`src/rtl/flip_controlled_interval_timer_defines.svh`:
```
// Assertion macros shared by the interval timer RTL.
// Depends on nothing; the including module must have aclk and aresetn in scope.
`ifndef FLIP_CONTROLLED_INTERVAL_TIMER_DEFINES_SVH
`define FLIP_CONTROLLED_INTERVAL_TIMER_DEFINES_SVH

// Same-cycle implication, checked outside reset.
`define FCIT_ASSERT_NOW(label, ante, cons, msg) \
    label: assert property (@(posedge aclk) disable iff (!aresetn) (ante) |-> (cons)) \
        else $error(msg);

// Next-cycle implication, checked outside reset.
`define FCIT_ASSERT_NEXT(label, ante, cons, msg) \
    label: assert property (@(posedge aclk) disable iff (!aresetn) (ante) |=> (cons)) \
        else $error(msg);

`endif

```
`src/rtl/fcit_pkg.sv`:
```
// Types, codes and widths for the interval timer.
// No dependencies; imported by every module of the block.
package fcit_pkg;

    localparam int unsigned LEN_W   = 24;  // phase lengths in ms (255 min max)
    localparam int unsigned TIME_W  = 32;  // free-running ms timestamp
    localparam int unsigned QUOT_W  = 10;  // per-mille result, 0..1000
    localparam int unsigned PROD_W  = LEN_W + QUOT_W;
    localparam int unsigned DSH_W   = LEN_W + QUOT_W - 1;
    localparam int unsigned CNT_W   = $clog2(QUOT_W);
    localparam int unsigned ADDR_W  = 4;
    localparam int unsigned DATA_W  = 32;

    localparam logic [15:0]       MS_PER_MINUTE = 16'd60000;
    localparam logic [QUOT_W-1:0] PERMILLE_FULL = 10'd1000;

    // register indexes (paddr[3:2])
    localparam logic [1:0] REG_FOCUS_MIN = 2'd0;
    localparam logic [1:0] REG_BREAK_MIN = 2'd1;
    localparam logic [1:0] REG_ROUNDS    = 2'd2;

    // request kinds
    localparam logic [1:0] KIND_TICK    = 2'd0;
    localparam logic [1:0] KIND_BEGIN   = 2'd1;
    localparam logic [1:0] KIND_STOP    = 2'd2;
    localparam logic [1:0] KIND_CONSUME = 2'd3;

    // orientation codes
    localparam logic [2:0] OR_UNKNOWN = 3'd0;
    localparam logic [2:0] OR_FLAT    = 3'd1;
    localparam logic [2:0] OR_SIDE_A  = 3'd2;
    localparam logic [2:0] OR_SIDE_B  = 3'd3;

    typedef enum logic [2:0] {
        PH_WAIT_FOCUS   = 3'd0,
        PH_FOCUS        = 3'd1,
        PH_PAUSED_FOCUS = 3'd2,
        PH_WAIT_BREAK   = 3'd3,
        PH_BREAK        = 3'd4,
        PH_PAUSED_BREAK = 3'd5,
        PH_COMPLETE     = 3'd6
    } phase_t;

    typedef struct packed {
        logic [1:0]        kind;
        logic [TIME_W-1:0] now_ms;
        logic [2:0]        orientation;
    } in_item_t;

    typedef struct packed {
        logic [2:0]        phase;
        logic [7:0]        round_now;
        logic [LEN_W-1:0]  remaining_ms;
        logic [QUOT_W-1:0] progress_permille;
        logic              cue;
    } out_item_t;

    typedef struct packed {
        logic [7:0] focus_minutes;
        logic [7:0] break_minutes;
        logic [7:0] round_count;
    } cfg_t;

    typedef struct packed {
        logic load_in;
        logic do_step;
        logic do_left;
        logic do_mul;
        logic div_start;
        logic load_out;
    } ctrl_cmd_t;

    typedef struct packed {
        logic div_done;
        logic out_free;
    } dp_status_t;

endpackage

```
`src/rtl/fcit_div.sv`:
```
// Restoring divider for the per-mille figure, one quotient bit per cycle.
// Depends on fcit_pkg; quotient is known to stay below 2**QUOT_W.
module fcit_div import fcit_pkg::*; (
    input  logic              aclk,
    input  logic              aresetn,
    input  logic              start,
    input  logic [PROD_W-1:0] dividend,
    input  logic [LEN_W-1:0]  divisor,
    output logic [QUOT_W-1:0] quotient,
    output logic              done
);

    logic [PROD_W-1:0] rem_reg;
    logic [DSH_W-1:0]  dsh_reg;
    logic [QUOT_W-1:0] quot_reg;
    logic [CNT_W-1:0]  cnt_reg;
    logic              busy_reg;
    logic              done_reg;
    logic              fits;

    assign fits = rem_reg >= PROD_W'(dsh_reg);

    always_ff @(posedge aclk) begin
        if (!aresetn) begin
            busy_reg <= 1'b0;
            done_reg <= 1'b0;
            cnt_reg  <= '0;
        end else begin
            done_reg <= 1'b0;
            if (start) begin
                busy_reg <= 1'b1;
                cnt_reg  <= CNT_W'(QUOT_W - 1);
            end else if (busy_reg) begin
                if (cnt_reg == '0) begin
                    busy_reg <= 1'b0;
                    done_reg <= 1'b1;
                end else begin
                    cnt_reg <= cnt_reg - 1'b1;
                end
            end
        end
    end

    always_ff @(posedge aclk) begin
        if (start) begin
            rem_reg  <= dividend;
            dsh_reg  <= {divisor, {(QUOT_W - 1){1'b0}}};
            quot_reg <= '0;
        end else if (busy_reg) begin
            if (fits) begin
                rem_reg <= rem_reg - PROD_W'(dsh_reg);
            end
            quot_reg <= {quot_reg[QUOT_W-2:0], fits};
            dsh_reg  <= dsh_reg >> 1;
        end
    end

    assign quotient = quot_reg;
    assign done     = done_reg;

endmodule

```
`src/rtl/fcit_dp.sv`:
```
// Datapath of the interval timer: session state, time arithmetic, result register.
// Depends on fcit_pkg and fcit_div; sequenced by fcit_ctrl through ctrl_cmd_t.
module fcit_dp import fcit_pkg::*; (
    input  logic       aclk,
    input  logic       aresetn,
    input  in_item_t   s_data,
    input  cfg_t       cfg,
    input  ctrl_cmd_t  cmd,
    output dp_status_t status,
    output logic       m_valid,
    input  logic       m_ready,
    output out_item_t  m_data
);

    function automatic logic [2:0] opposite_side(input logic [2:0] o);
        logic [2:0] r;
        r = OR_UNKNOWN;
        if (o == OR_SIDE_A) r = OR_SIDE_B;
        if (o == OR_SIDE_B) r = OR_SIDE_A;
        return r;
    endfunction

    in_item_t          in_reg;
    phase_t            phase_reg, phase_next;
    logic [7:0]        round_reg, round_next;
    logic [2:0]        active_reg, active_next;
    logic [2:0]        target_reg, target_next;
    logic [TIME_W-1:0] start_reg, start_next;
    logic [LEN_W-1:0]  plen_reg, plen_next;
    logic [LEN_W-1:0]  paused_reg, paused_next;
    logic [LEN_W-1:0]  focus_len_reg, focus_len_next;
    logic [LEN_W-1:0]  break_len_reg, break_len_next;
    logic              held_reg, held_next;
    logic              cue_reg, cue_next;
    logic              cue_out_reg, cue_out_next;

    logic [LEN_W-1:0]  left_reg;
    logic [PROD_W-1:0] prod_reg;
    logic [LEN_W-1:0]  divisor_reg;
    logic              force_reg;
    logic [QUOT_W-1:0] force_val_reg;
    out_item_t         out_reg;
    logic              m_valid_reg;

    logic [TIME_W-1:0] elapsed;
    logic              running;
    logic              paused;
    logic              expired;
    logic [LEN_W-1:0]  left_run;
    logic [LEN_W-1:0]  left_val;
    logic              o_short;
    logic              held_eff;
    logic [2:0]        opp;
    logic [LEN_W-1:0]  total;
    logic [LEN_W-1:0]  rem_clip;
    logic [QUOT_W-1:0] quotient;
    logic              div_done;

    // time left in the current phase, from the registered state
    assign running  = (phase_reg == PH_FOCUS) || (phase_reg == PH_BREAK);
    assign paused   = (phase_reg == PH_PAUSED_FOCUS) || (phase_reg == PH_PAUSED_BREAK);
    assign elapsed  = in_reg.now_ms - start_reg;
    assign expired  = running && (elapsed >= TIME_W'(plen_reg));
    assign left_run = plen_reg - elapsed[LEN_W-1:0];
    assign left_val = paused ? paused_reg : ((running && !expired) ? left_run : '0);
    assign o_short  = (in_reg.orientation == OR_SIDE_A) || (in_reg.orientation == OR_SIDE_B);
    assign opp      = opposite_side(active_reg);

    always_comb begin
        phase_next     = phase_reg;
        round_next     = round_reg;
        active_next    = active_reg;
        target_next    = target_reg;
        start_next     = start_reg;
        plen_next      = plen_reg;
        paused_next    = paused_reg;
        focus_len_next = focus_len_reg;
        break_len_next = break_len_reg;
        held_next      = held_reg;
        cue_next       = cue_reg;
        cue_out_next   = cue_out_reg;
        held_eff       = 1'b0;
        if (cmd.do_step) begin
            case (in_reg.kind)
                KIND_TICK: begin
                    cue_out_next = cue_reg;
                    if (expired) begin
                        cue_next     = 1'b1;
                        cue_out_next = 1'b1;
                        if (phase_reg == PH_FOCUS && round_reg >= cfg.round_count) begin
                            phase_next = PH_COMPLETE;
                            plen_next  = '0;
                        end else begin
                            if (phase_reg == PH_BREAK) begin
                                round_next = round_reg + 8'd1;
                            end
                            phase_next  = (phase_reg == PH_FOCUS) ? PH_WAIT_BREAK
                                                                  : PH_WAIT_FOCUS;
                            target_next = opp;
                            held_next   = (in_reg.orientation == opp);
                            plen_next   = '0;
                            paused_next = '0;
                        end
                    end else begin
                        case (phase_reg)
                            PH_WAIT_FOCUS, PH_WAIT_BREAK: begin
                                held_eff  = held_reg && o_short &&
                                            (in_reg.orientation == target_reg);
                                held_next = held_eff;
                                if (o_short && !held_eff &&
                                    (target_reg == OR_UNKNOWN ||
                                     in_reg.orientation == target_reg)) begin
                                    phase_next  = (phase_reg == PH_WAIT_FOCUS) ? PH_FOCUS
                                                                               : PH_BREAK;
                                    plen_next   = (phase_reg == PH_WAIT_FOCUS) ? focus_len_reg
                                                                               : break_len_reg;
                                    active_next = in_reg.orientation;
                                    start_next  = in_reg.now_ms;
                                    paused_next = '0;
                                    target_next = OR_UNKNOWN;
                                    held_next   = 1'b0;
                                end
                            end
                            PH_FOCUS, PH_BREAK: begin
                                if (in_reg.orientation == OR_FLAT) begin
                                    paused_next = left_run;
                                    phase_next  = (phase_reg == PH_FOCUS) ? PH_PAUSED_FOCUS
                                                                          : PH_PAUSED_BREAK;
                                end
                            end
                            PH_PAUSED_FOCUS, PH_PAUSED_BREAK: begin
                                if (in_reg.orientation == active_reg) begin
                                    plen_next  = paused_reg;
                                    start_next = in_reg.now_ms;
                                    phase_next = (phase_reg == PH_PAUSED_FOCUS) ? PH_FOCUS
                                                                                : PH_BREAK;
                                end
                            end
                            default: begin
                            end
                        endcase
                    end
                end
                KIND_BEGIN: begin
                    focus_len_next = LEN_W'(cfg.focus_minutes) * LEN_W'(MS_PER_MINUTE);
                    break_len_next = LEN_W'(cfg.break_minutes) * LEN_W'(MS_PER_MINUTE);
                    round_next     = 8'd1;
                    phase_next     = PH_WAIT_FOCUS;
                    active_next    = OR_UNKNOWN;
                    target_next    = OR_UNKNOWN;
                    start_next     = '0;
                    plen_next      = '0;
                    paused_next    = '0;
                    held_next      = 1'b0;
                    cue_next       = 1'b0;
                    cue_out_next   = 1'b0;
                end
                KIND_STOP: begin
                    phase_next   = PH_COMPLETE;
                    cue_next     = 1'b0;
                    cue_out_next = 1'b0;
                end
                KIND_CONSUME: begin
                    cue_out_next = cue_reg;
                    cue_next     = 1'b0;
                end
                default: begin
                end
            endcase
        end
    end

    always_ff @(posedge aclk) begin
        if (!aresetn) begin
            phase_reg     <= PH_COMPLETE;
            round_reg     <= '0;
            active_reg    <= OR_UNKNOWN;
            target_reg    <= OR_UNKNOWN;
            start_reg     <= '0;
            plen_reg      <= '0;
            paused_reg    <= '0;
            focus_len_reg <= '0;
            break_len_reg <= '0;
            held_reg      <= 1'b0;
            cue_reg       <= 1'b0;
            cue_out_reg   <= 1'b0;
        end else begin
            phase_reg     <= phase_next;
            round_reg     <= round_next;
            active_reg    <= active_next;
            target_reg    <= target_next;
            start_reg     <= start_next;
            plen_reg      <= plen_next;
            paused_reg    <= paused_next;
            focus_len_reg <= focus_len_next;
            break_len_reg <= break_len_next;
            held_reg      <= held_next;
            cue_reg       <= cue_next;
            cue_out_reg   <= cue_out_next;
        end
    end

    // phase total for the per-mille figure; zero outside focus and break
    always_comb begin
        case (phase_reg)
            PH_FOCUS, PH_PAUSED_FOCUS: total = focus_len_reg;
            PH_BREAK, PH_PAUSED_BREAK: total = break_len_reg;
            default:                   total = '0;
        endcase
    end

    assign rem_clip = (left_reg > total) ? total : left_reg;

    always_ff @(posedge aclk) begin
        if (cmd.load_in) begin
            in_reg <= s_data;
        end
        if (cmd.do_left) begin
            left_reg <= left_val;
        end
        if (cmd.do_mul) begin
            prod_reg      <= PROD_W'(total - rem_clip) * PROD_W'(PERMILLE_FULL);
            divisor_reg   <= total;
            force_reg     <= (total == '0);
            force_val_reg <= (phase_reg == PH_WAIT_BREAK || phase_reg == PH_COMPLETE)
                             ? PERMILLE_FULL : '0;
        end
        if (cmd.load_out) begin
            out_reg.phase             <= phase_reg;
            out_reg.round_now         <= round_reg;
            out_reg.remaining_ms      <= left_reg;
            out_reg.progress_permille <= force_reg ? force_val_reg : quotient;
            out_reg.cue               <= cue_out_reg;
        end
    end

    always_ff @(posedge aclk) begin
        if (!aresetn) begin
            m_valid_reg <= 1'b0;
        end else if (cmd.load_out) begin
            m_valid_reg <= 1'b1;
        end else if (m_ready) begin
            m_valid_reg <= 1'b0;
        end
    end

    fcit_div u_div (
        .aclk     (aclk),
        .aresetn  (aresetn),
        .start    (cmd.div_start),
        .dividend (prod_reg),
        .divisor  (divisor_reg),
        .quotient (quotient),
        .done     (div_done)
    );

    assign status.div_done = div_done;
    assign status.out_free = !m_valid_reg || m_ready;
    assign m_valid         = m_valid_reg;
    assign m_data          = out_reg;

endmodule

```
`src/rtl/fcit_ctrl.sv`:
```
// Sequencer of the interval timer: walks one request through the datapath.
// Depends on fcit_pkg; drives fcit_dp through ctrl_cmd_t.
module fcit_ctrl import fcit_pkg::*; (
    input  logic       aclk,
    input  logic       aresetn,
    input  logic       s_valid,
    output logic       s_ready,
    output ctrl_cmd_t  cmd,
    input  dp_status_t status
);

    typedef enum logic [6:0] {
        ST_IDLE   = 7'b0000001,
        ST_STEP   = 7'b0000010,
        ST_LEFT   = 7'b0000100,
        ST_MUL    = 7'b0001000,
        ST_DSTART = 7'b0010000,
        ST_DWAIT  = 7'b0100000,
        ST_PUSH   = 7'b1000000
    } ctrl_state_t;

    ctrl_state_t state_reg, state_next;

    always_comb begin
        state_next = state_reg;
        case (state_reg)
            ST_IDLE:   if (s_valid) state_next = ST_STEP;
            ST_STEP:   state_next = ST_LEFT;
            ST_LEFT:   state_next = ST_MUL;
            ST_MUL:    state_next = ST_DSTART;
            ST_DSTART: state_next = ST_DWAIT;
            ST_DWAIT:  if (status.div_done) state_next = ST_PUSH;
            ST_PUSH:   if (status.out_free) state_next = ST_IDLE;
            default:   state_next = ST_IDLE;
        endcase
    end

    always_ff @(posedge aclk) begin
        if (!aresetn) begin
            state_reg <= ST_IDLE;
        end else begin
            state_reg <= state_next;
        end
    end

    // hold off requests while reset is applied
    assign s_ready       = aresetn && (state_reg == ST_IDLE);
    assign cmd.load_in   = (state_reg == ST_IDLE) && s_valid;
    assign cmd.do_step   = (state_reg == ST_STEP);
    assign cmd.do_left   = (state_reg == ST_LEFT);
    assign cmd.do_mul    = (state_reg == ST_MUL);
    assign cmd.div_start = (state_reg == ST_DSTART);
    assign cmd.load_out  = (state_reg == ST_PUSH) && status.out_free;

endmodule

```
`src/rtl/flip_controlled_interval_timer.sv`:
```
// Flip-controlled work/break interval timer, top level.
// Depends on fcit_pkg, fcit_ctrl, fcit_dp and the assertion macro header.
//
// Usage:
//   s_ channel takes one request (kind, now_ms, orientation) per handshake;
//   m_ channel returns exactly one status result (phase, round, remaining
//   time, per-mille progress, cue) for every request, in order.
//   The APB port sets focus/break minutes and round count at 0x0/0x4/0x8;
//   write them only while no request is in flight. Lengths are latched by a
//   begin request, the round count is read live.
// Timing:
//   A request is handled one at a time: step, remaining-time, multiply, then
//   a restoring divider that yields one per-mille bit per cycle (10 bits).
//   The result lands in the output register once the receiver is free and
//   s_ready returns the cycle after, so no new request is taken until the
//   last result is loaded. The divider takes most of the time per request.
// Reset (aresetn low, synchronous): phase complete, round 0, cue clear,
//   registers back to 25/5/4 minutes/rounds, no result pending.
// Stall: a held result waits in the output register; the next request is
//   still accepted and computed, and waits before loading until m_ready.
`include "flip_controlled_interval_timer_defines.svh"

module flip_controlled_interval_timer import fcit_pkg::*; (
    input  logic              aclk,
    input  logic              aresetn,
    // request channel
    input  logic              s_valid,
    output logic              s_ready,
    input  in_item_t          s_data,
    // result channel
    output logic              m_valid,
    input  logic              m_ready,
    output out_item_t         m_data,
    // configuration port
    input  logic              psel,
    input  logic              penable,
    input  logic              pwrite,
    input  logic [ADDR_W-1:0] paddr,
    input  logic [DATA_W-1:0] pwdata,
    output logic [DATA_W-1:0] prdata,
    output logic              pready
);

    cfg_t       cfg_reg;
    ctrl_cmd_t  cmd;
    dp_status_t status;
    logic       cfg_write;

    // Register write on the access phase; unmapped addresses drop the write.
    assign pready    = 1'b1;
    assign cfg_write = psel && penable && pwrite;

    always_ff @(posedge aclk) begin
        if (!aresetn) begin
            cfg_reg.focus_minutes <= 8'd25;
            cfg_reg.break_minutes <= 8'd5;
            cfg_reg.round_count   <= 8'd4;
        end else if (cfg_write) begin
            case (paddr[3:2])
                REG_FOCUS_MIN: cfg_reg.focus_minutes <= pwdata[7:0];
                REG_BREAK_MIN: cfg_reg.break_minutes <= pwdata[7:0];
                REG_ROUNDS:    cfg_reg.round_count   <= pwdata[7:0];
                default: begin
                end
            endcase
        end
    end

    // Read back the addressed register, zero for unmapped addresses.
    always_comb begin
        case (paddr[3:2])
            REG_FOCUS_MIN: prdata = DATA_W'(cfg_reg.focus_minutes);
            REG_BREAK_MIN: prdata = DATA_W'(cfg_reg.break_minutes);
            REG_ROUNDS:    prdata = DATA_W'(cfg_reg.round_count);
            default:       prdata = '0;
        endcase
    end

    // Sequencer: one request at a time, advance on divider done, hold on stall.
    fcit_ctrl u_ctrl (
        .aclk    (aclk),
        .aresetn (aresetn),
        .s_valid (s_valid),
        .s_ready (s_ready),
        .cmd     (cmd),
        .status  (status)
    );

    // Session state, arithmetic and the output register.
    fcit_dp u_dp (
        .aclk    (aclk),
        .aresetn (aresetn),
        .s_data  (s_data),
        .cfg     (cfg_reg),
        .cmd     (cmd),
        .status  (status),
        .m_valid (m_valid),
        .m_ready (m_ready),
        .m_data  (m_data)
    );

    `FCIT_ASSERT_NEXT(a_one_request_in_flight, s_valid && s_ready, !s_ready,
        "request accepted while another is being handled")

    `FCIT_ASSERT_NOW(a_progress_in_range, m_valid,
        m_data.progress_permille <= PERMILLE_FULL,
        "per-mille progress above 1000")

    `FCIT_ASSERT_NOW(a_idle_phase_no_time,
        m_valid && (m_data.phase == PH_WAIT_FOCUS || m_data.phase == PH_WAIT_BREAK ||
                    m_data.phase == PH_COMPLETE),
        m_data.remaining_ms == '0,
        "remaining time reported outside a running or paused phase")

endmodule

```
`config.mk`:
```
export PLATFORM = sky130hd
export DESIGN_NAME = flip_controlled_interval_timer
export DESIGN_NICKNAME = d
export VERILOG_FILES = /design/src/rtl/fcit_pkg.sv /design/src/rtl/fcit_div.sv /design/src/rtl/fcit_dp.sv /design/src/rtl/fcit_ctrl.sv /design/src/rtl/flip_controlled_interval_timer.sv
export VERILOG_INCLUDE_DIRS = /design/src /design/src/rtl
export SDC_FILE = /design/constraint.sdc
export NUM_CORES = 1
export LEC_CHECK = 0
export ABC_AREA = 0
export BUFFER_PORTS_ARGS = -buffer_cell sky130_fd_sc_hd__buf_2
export CELL_PAD_IN_SITES_DETAIL_PLACEMENT = 0
export CELL_PAD_IN_SITES_GLOBAL_PLACEMENT = 1
export CORE_ASPECT_RATIO = 1.1
export CORE_MARGIN = 3
export CORE_UTILIZATION = 44
export DETAILED_ROUTE_END_ITERATION = 8
export HOLD_SLACK_MARGIN = 0.1
export PLACE_DENSITY_LB_ADDON = 0.12
export SYNTH_ARGS = -nofsm -noshare
export SYNTH_HDL_FRONTEND = slang
export SYNTH_SLANG_ARGS = --single-unit
```
`constraint.sdc`:
```
create_clock -name aclk -period 9.5 [get_ports aclk]
set_input_delay 1.9 -clock aclk [delete_from_list [all_inputs] [get_ports aclk]]
set_output_delay 1.9 -clock aclk [all_outputs]
set_load 0.03 [all_outputs]
```
==> results.cfg, run 1 <==
[route]
num_vias = 23100
ant_nets = 0
routed_wl_um = 76000
drt-wirelength-per-cell_um = 17.3
avgViaCountPerCell = 5.26
drt-initial-drc-count = 1171
drcViolationCount = 0
first_pass_iters = 5

[logic_synthesis]
synth_seq_cells = 411
yosysMostFrequentCell = inv_1
synth_cell_type_count = 85
synth-async-reset-ratio = 0
synth_common_cells = 414 x inv_1, 335 x nand2_1, 322 x ha_1
syn_area_mm2 = 0.0305
seq_area_frac_synth = 0.341
synth_ff_type = edfxtp_1
synth.avg_cell_area_um2 = 9.24
synth_edf_count = 217
yosysWarnings = 0
synth_top_area_cell = edfxtp_1
synthTopCellsByArea = edfxtp_1 21%, ha_1 13%, dfxtp_1 13%
synthCells = 3302
synth.top_cell.area_share = 0.214

[placed_design]
globalplace.congestion = 0.901
port_buffers = 109
place_inst = 4292
dpl_cell_area_mm2 = 0.0323
dp_hpwl_um = 59900

[floorplan]
die_w_um = 257
placementRows = 100
die_h_um = 282
die_area_mm2 = 0.0725
start_util = 0.447
coreArea_mm2 = 0.0682
boundaryPins = 161

[flow_run]
maxCapViolations = 0

[sta]
slew_headroom = 0.160
post-route-min-period_ns = 9.00
hold_viol_final = 0
finClkSkew_ns = 0.0264
rsz0062_at_grt = no
finalMaxSlewViolations = 0
fin_crit_sh = 0.947
fmax_mhz = 111
totalNegativeSetupSlack_ns = 0
setup_viol = 0
tightest_slew_ns = 1.25

[power]
p_leak_uw = 0.0145
peakVddDrop_mv = 0.206
power_density_mw_per_mm2 = 201

[grt]
first_global_vias = 23100
grt_max_degree = 84
grt.overflow.total = 0
grt_first_pass_wirelength_um = 123000
grt_usage = 0.208
antenna_found_initial = 1

[setup_path]
max_stage_delay_ns = 0.51
cp-end-kind = flip-flop
crit_type = flip-flop to flip-flop
start_kind = flip-flop
cpMaxStageDelayCell = fa_1
worst-path-max-fanout = 25
required_ns = 9.81
critPathArrivalTime_ns = 9.31

[clock_network]
cts_inserted_buffers = 47
path_clk_slew_ns = 0.06
postCtsHoldBufs = 0
cts_sinks = 411
clock_latency_ns = 0.59
cts_tree = done
cts_max_level = 2
cts_buffer_depth = 3
clock-root-buffer = clkbuf_16

[final_layout]
layout-area-overhead-vs-synth_pct = 11.5
instances_no_fill = 4385
stdcell_area_mm2 = 0.0340
final_nets = 3958
fillCellCount = 6347
regArea_mm2 = 0.0104
largest_reg_flops = 46
drive_gt1_frac = 0.0992
multi_input_area_mm2 = 0.0182

[min_path]
hold_class = flip-flop to flip-flop

[run_status]
status = complete, no violations
final timing paths:
check / start / to / slack [ns] / cells past startpoint
max: u_dp.phase_reg[0]$_SDFFE_PN0P_ / u_dp.prod_reg[33]$_DFFE_PP_ / 0.50 / 43
min: u_dp.paused_reg[14]$_SDFFE_PN0P_ / u_dp.paused_reg[14]$_SDFFE_PN0P_ / 0.46 / 2
max reg2reg: u_dp.phase_reg[0]$_SDFFE_PN0P_ / u_dp.prod_reg[33]$_DFFE_PP_ / 0.50 / 43
min reg2reg: u_dp.paused_reg[14]$_SDFFE_PN0P_ / u_dp.paused_reg[14]$_SDFFE_PN0P_ / 0.46 / 2
routing by layer:
metal  routed length, um  global-route usage  part of all wire
met5                   0                   0                 0
met3                2270              0.0221             0.030
met1               34300               0.269              0.45
met4                2160              0.0615             0.028
met2               37300               0.370              0.49
timing repair:
| item | 4_1_cts | 5_1_grt |
|---|---|---|
| pin swaps | 1 | 4 |
| setup buffers | 0 | 5 |
| hold endpoints to repair | 0 | 0 |
| resized for setup | 1 | 32 |
| endpoints found under the setup margin | 1 | 4 |
area by class of cell:
| type | count | area share |
|---|---|---|
| Sequential cell | 411 | 0.306 |
| Clock inverter | 26 | 0.00588 |
| Antenna cell | 1 | 0.0000735 |
| Clock buffer | 61 | 0.0388 |
| Tap cell | 918 | 0.0338 |
| Inverter | 415 | 0.0458 |
| Multi-Input combinational cell | 2363 | 0.535 |
| Timing Repair Buffer | 190 | 0.0348 |
cell families (layout without fill, tap and decap cells):
family / count (synthesis) / in the layout / synth area share
xor+xnor: 170 / 170 / 0.0488
flops: 411 / 411 / 0.341
other cells: 2 / 26 / 0.000246
simple gates: 915 / 915 / 0.143
fa+ha+maj: 452 / 452 / 0.217
mux: 77 / 77 / 0.0253
buf+inv: 551 / 692 / 0.0720
compound gates: 724 / 724 / 0.153
cell usage in the layout, fill, tap and decap left out, drive strengths merged, types with 8 or more instances in the layout:
| master | count |
|---|---|
| inv | 419 |
| nand2 | 335 |
| ha | 322 |
| edfxtp | 217 |
| dfxtp | 194 |
| buf | 190 |
| a21oi | 184 |
| o21ai | 178 |
| nor2 | 165 |
| fa | 128 |
| nand3 | 120 |
| xnor2 | 110 |
| mux2i | 76 |
| a21o | 75 |
| a21boi | 63 |
| clkbuf | 61 |
| xor2 | 60 |
| nor2b | 53 |
| nor3 | 48 |
| and2 | 39 |
| nand2b | 34 |
| o31ai | 28 |
| o21a | 28 |
| conb | 25 |
| nand4 | 24 |
| a22o | 23 |
| a31oi | 23 |
| and3 | 21 |
| a22oi | 19 |
| clkinv | 17 |
| a211oi | 15 |
| o21bai | 13 |
| or2 | 13 |
| o211ai | 12 |
| or4 | 12 |
| nand3b | 9 |
| a31o | 9 |
| or3 | 8 |
where the power goes:
group	switching (uW)	internal, uW	total [uW]
registers	29.9	2050	2080
logic	1660	1330	2990
clock network	762	1020	1780
total	2450	4400	6850
worst max-delay path: cells and delay by family (launching register included):
family	cells	cell delay (ns)
and+or+nand+nor	6	0.90
DFF	1	0.34
xor gates and xnor gates	4	0.61
adders and majority gates	6	2.38
buffers and inverters	6	0.86
AOI/OAI and AO/OA	21	3.66
through the flow:
stage,power (uW),util,setup WS (ns),hold WS (ns)
final,6850,0.499,0.501,0.458
after detailed placement,5060,0.474,0.00140,0.450
after CTS,6880,0.496,0.0241,0.459
after global placement,5000,0.474,0.105,0.444
after global routing,7400,0.499,0.00930,0.485
after floorplan,4480,-,0.0312,0.406
(Power assumes the default switching activity.)
==> run 2, diff against run 1 <==
- clock period: 9.5 -> 7.3 ns (I/O delays scaled with it)
==> results.cfg, run 2 (synthesis gave the netlist of run 1 again) <==
[floorplan]
die_w_um = 257
die_area_mm2 = 0.0725
placementRows = 100
start_util = 0.447
die_h_um = 282
boundaryPins = 161
coreArea_mm2 = 0.0682

[setup_path]
required_ns = 7.63
critPathArrivalTime_ns = 8.78
cpMaxStageDelayCell = fa_1
cp-end-kind = flip-flop
reg2reg_depth = 38
max_stage_delay_ns = 0.54
worst_path_most_repeated_cell = fa_1
timing.rr.start = u_dp.phase_reg[1]$_SDFFE_PN1P_
reg2reg_slack_ns = -1.15
worst-path-max-fanout = 7
start_kind = flip-flop
reg2reg_to = u_dp.prod_reg[32]$_DFFE_PP_
crit_type = flip-flop to flip-flop

[placed_design]
dpl_cell_area_mm2 = 0.0344
place_inst = 4528
globalplace.congestion = 0.912
dp_hpwl_um = 65000
port_buffers = 109
pre_cts_slack_ns = -1.43

[clock_network]
cts_sinks = 411
postCtsHoldBufs = 0
cts_inserted_buffers = 46
clock_latency_ns = 0.59
cts_buffer_depth = 3
path_clk_slew_ns = 0.07
cts_tree = done
clock-root-buffer = clkbuf_16
cts_max_level = 2

[min_path]
min_path_cells = 2
hold_class = flip-flop to flip-flop
hold_end = u_dp.paused_reg[18]$_SDFFE_PN0P_
worstHoldStart = u_dp.paused_reg[18]$_SDFFE_PN0P_

[grt]
grt_usage = 0.226
first_global_vias = 24900
grt_max_degree = 72
antenna_found_initial = 0
grt.overflow.total = 0
grt_first_pass_wirelength_um = 132000

[final_layout]
largest_reg_flops = 46
stdcell_area_mm2 = 0.0372
mostFrequentLayoutCell = inv_1
drive_gt1_frac = 0.199
instances_no_fill = 4657
final_nets = 4231
fillCellCount = 6172
n_antenna_cell = 0
layout_common_cells = 394 x inv_1, 332 x buf_4, 329 x nand2_1, 302 x ha_1, 217 x edfxtp_1
layout-area-overhead-vs-synth_pct = 21.9

[sta]
fmax_mhz = 118
fin_crit_sh = 1.16
slew_headroom = 0.278
setup_viol = 17
finalMaxSlewViolations = 0
finClkSkew_ns = 0.0193
hold_viol_final = 0
post-route-min-period_ns = 8.45
setup_ws_ns = -1.15
rsz0062_at_grt = yes
tightest_slew_ns = 1.08

[power]
power_density_mw_per_mm2 = 289
peakVddDrop_mv = 0.272
p_leak_uw = 0.0161
power_uw = 10800

[flow_run]
maxCapViolations = 0

[route]
ant_nets = 0
first_pass_iters = 5
drcViolationCount = 0
routed_wl_um = 83000
num_vias = 24400
drt-wirelength-per-cell_um = 17.8
drt-initial-drc-count = 1132
avgViaCountPerCell = 5.25

[run_status]
violations = setup timing
status = complete, but fails checks
[run 2: area by class of cell]
type	instances	area, um2	area share
Timing Repair Buffer	462	3290	0.0885
Clock inverter	22	246	0.00663
Clock buffer	64	1410	0.0378
Inverter	415	1560	0.0420
Sequential cell	411	10400	0.280
Multi-Input combinational cell	2365	19100	0.514
Tap cell	918	1150	0.0309
[run 2: worst max-delay path by stage]
stage / from / end / slack [ns] / depth (start not counted)
finish: u_dp.phase_reg[1]$_SDFFE_PN1P_ / u_dp.prod_reg[32]$_DFFE_PP_ / -1.15 / 38
global route: u_dp.phase_reg[1]$_SDFFE_PN1P_ / u_dp.prod_reg[33]$_DFFE_PP_ / -1.49 / 42
CTS: u_dp.phase_reg[1]$_SDFFE_PN1P_ / u_dp.prod_reg[33]$_DFFE_PP_ / -1.16 / 40
detailed placement: u_dp.phase_reg[0]$_SDFFE_PN0P_ / u_dp.prod_reg[33]$_DFFE_PP_ / -1.43 / 42
global placement: u_dp.phase_reg[1]$_SDFFE_PN1P_ / u_dp.prod_reg[33]$_DFFE_PP_ / -1.28 / 41
floorplan: u_dp.phase_reg[1]$_SDFFE_PN1P_ / u_dp.prod_reg[33]$_DFFE_PP_ / -0.89 / 42
[run 2: critical path, delay by kind of cell (launching register included)]
| kind | cells | cell delay [ns] |
|---|---|---|
| buf+inv | 7 | 0.83 |
| fa+ha+maj | 7 | 2.77 |
| simple gates | 5 | 0.83 |
| flops | 1 | 0.37 |
| xor+xnor | 2 | 0.17 |
| compound gates | 17 | 3.23 |
[run 2: where the power goes]
| group | internal (uW) | leakage, uW | switching (uW) |
|---|---|---|---|
| clock network | 1530 | 0.000806 | 989 |
| registers | 2670 | 0.00344 | 34.9 |
| logic | 2870 | 0.0119 | 2680 |
[run 2: metrics by stage]
stage | utilization | setup TNS, ns | hold slack (ns)
floorplan | - | -7.42 | 0.408
global placement | 0.504 | -12.34 | 0.443
detailed placement | 0.504 | -14.23 | 0.449
CTS | 0.536 | -11.78 | 0.457
global route | 0.546 | -18.00 | 0.473
finish | 0.546 | -12.35 | 0.457
[run 2: repair_timing]
item                       4_1_cts  5_1_grt
buffers inserted                23       19
resized for setup               79      100
cloned                           1        1
setup endpoints to repair       17       20
pin swaps                       66       89
hold endpoints to repair         0        0
[run 2: layer usage]
metal / up-vias / share of wire / track usage
li1: 12100 / - / -
met1: 11800 / 0.42 / 0.270
met2: 401 / 0.52 / 0.421
met3: 141 / 0.029 / 0.0242
met4: 0 / 0.040 / 0.0862
met5: - / 0 / 0
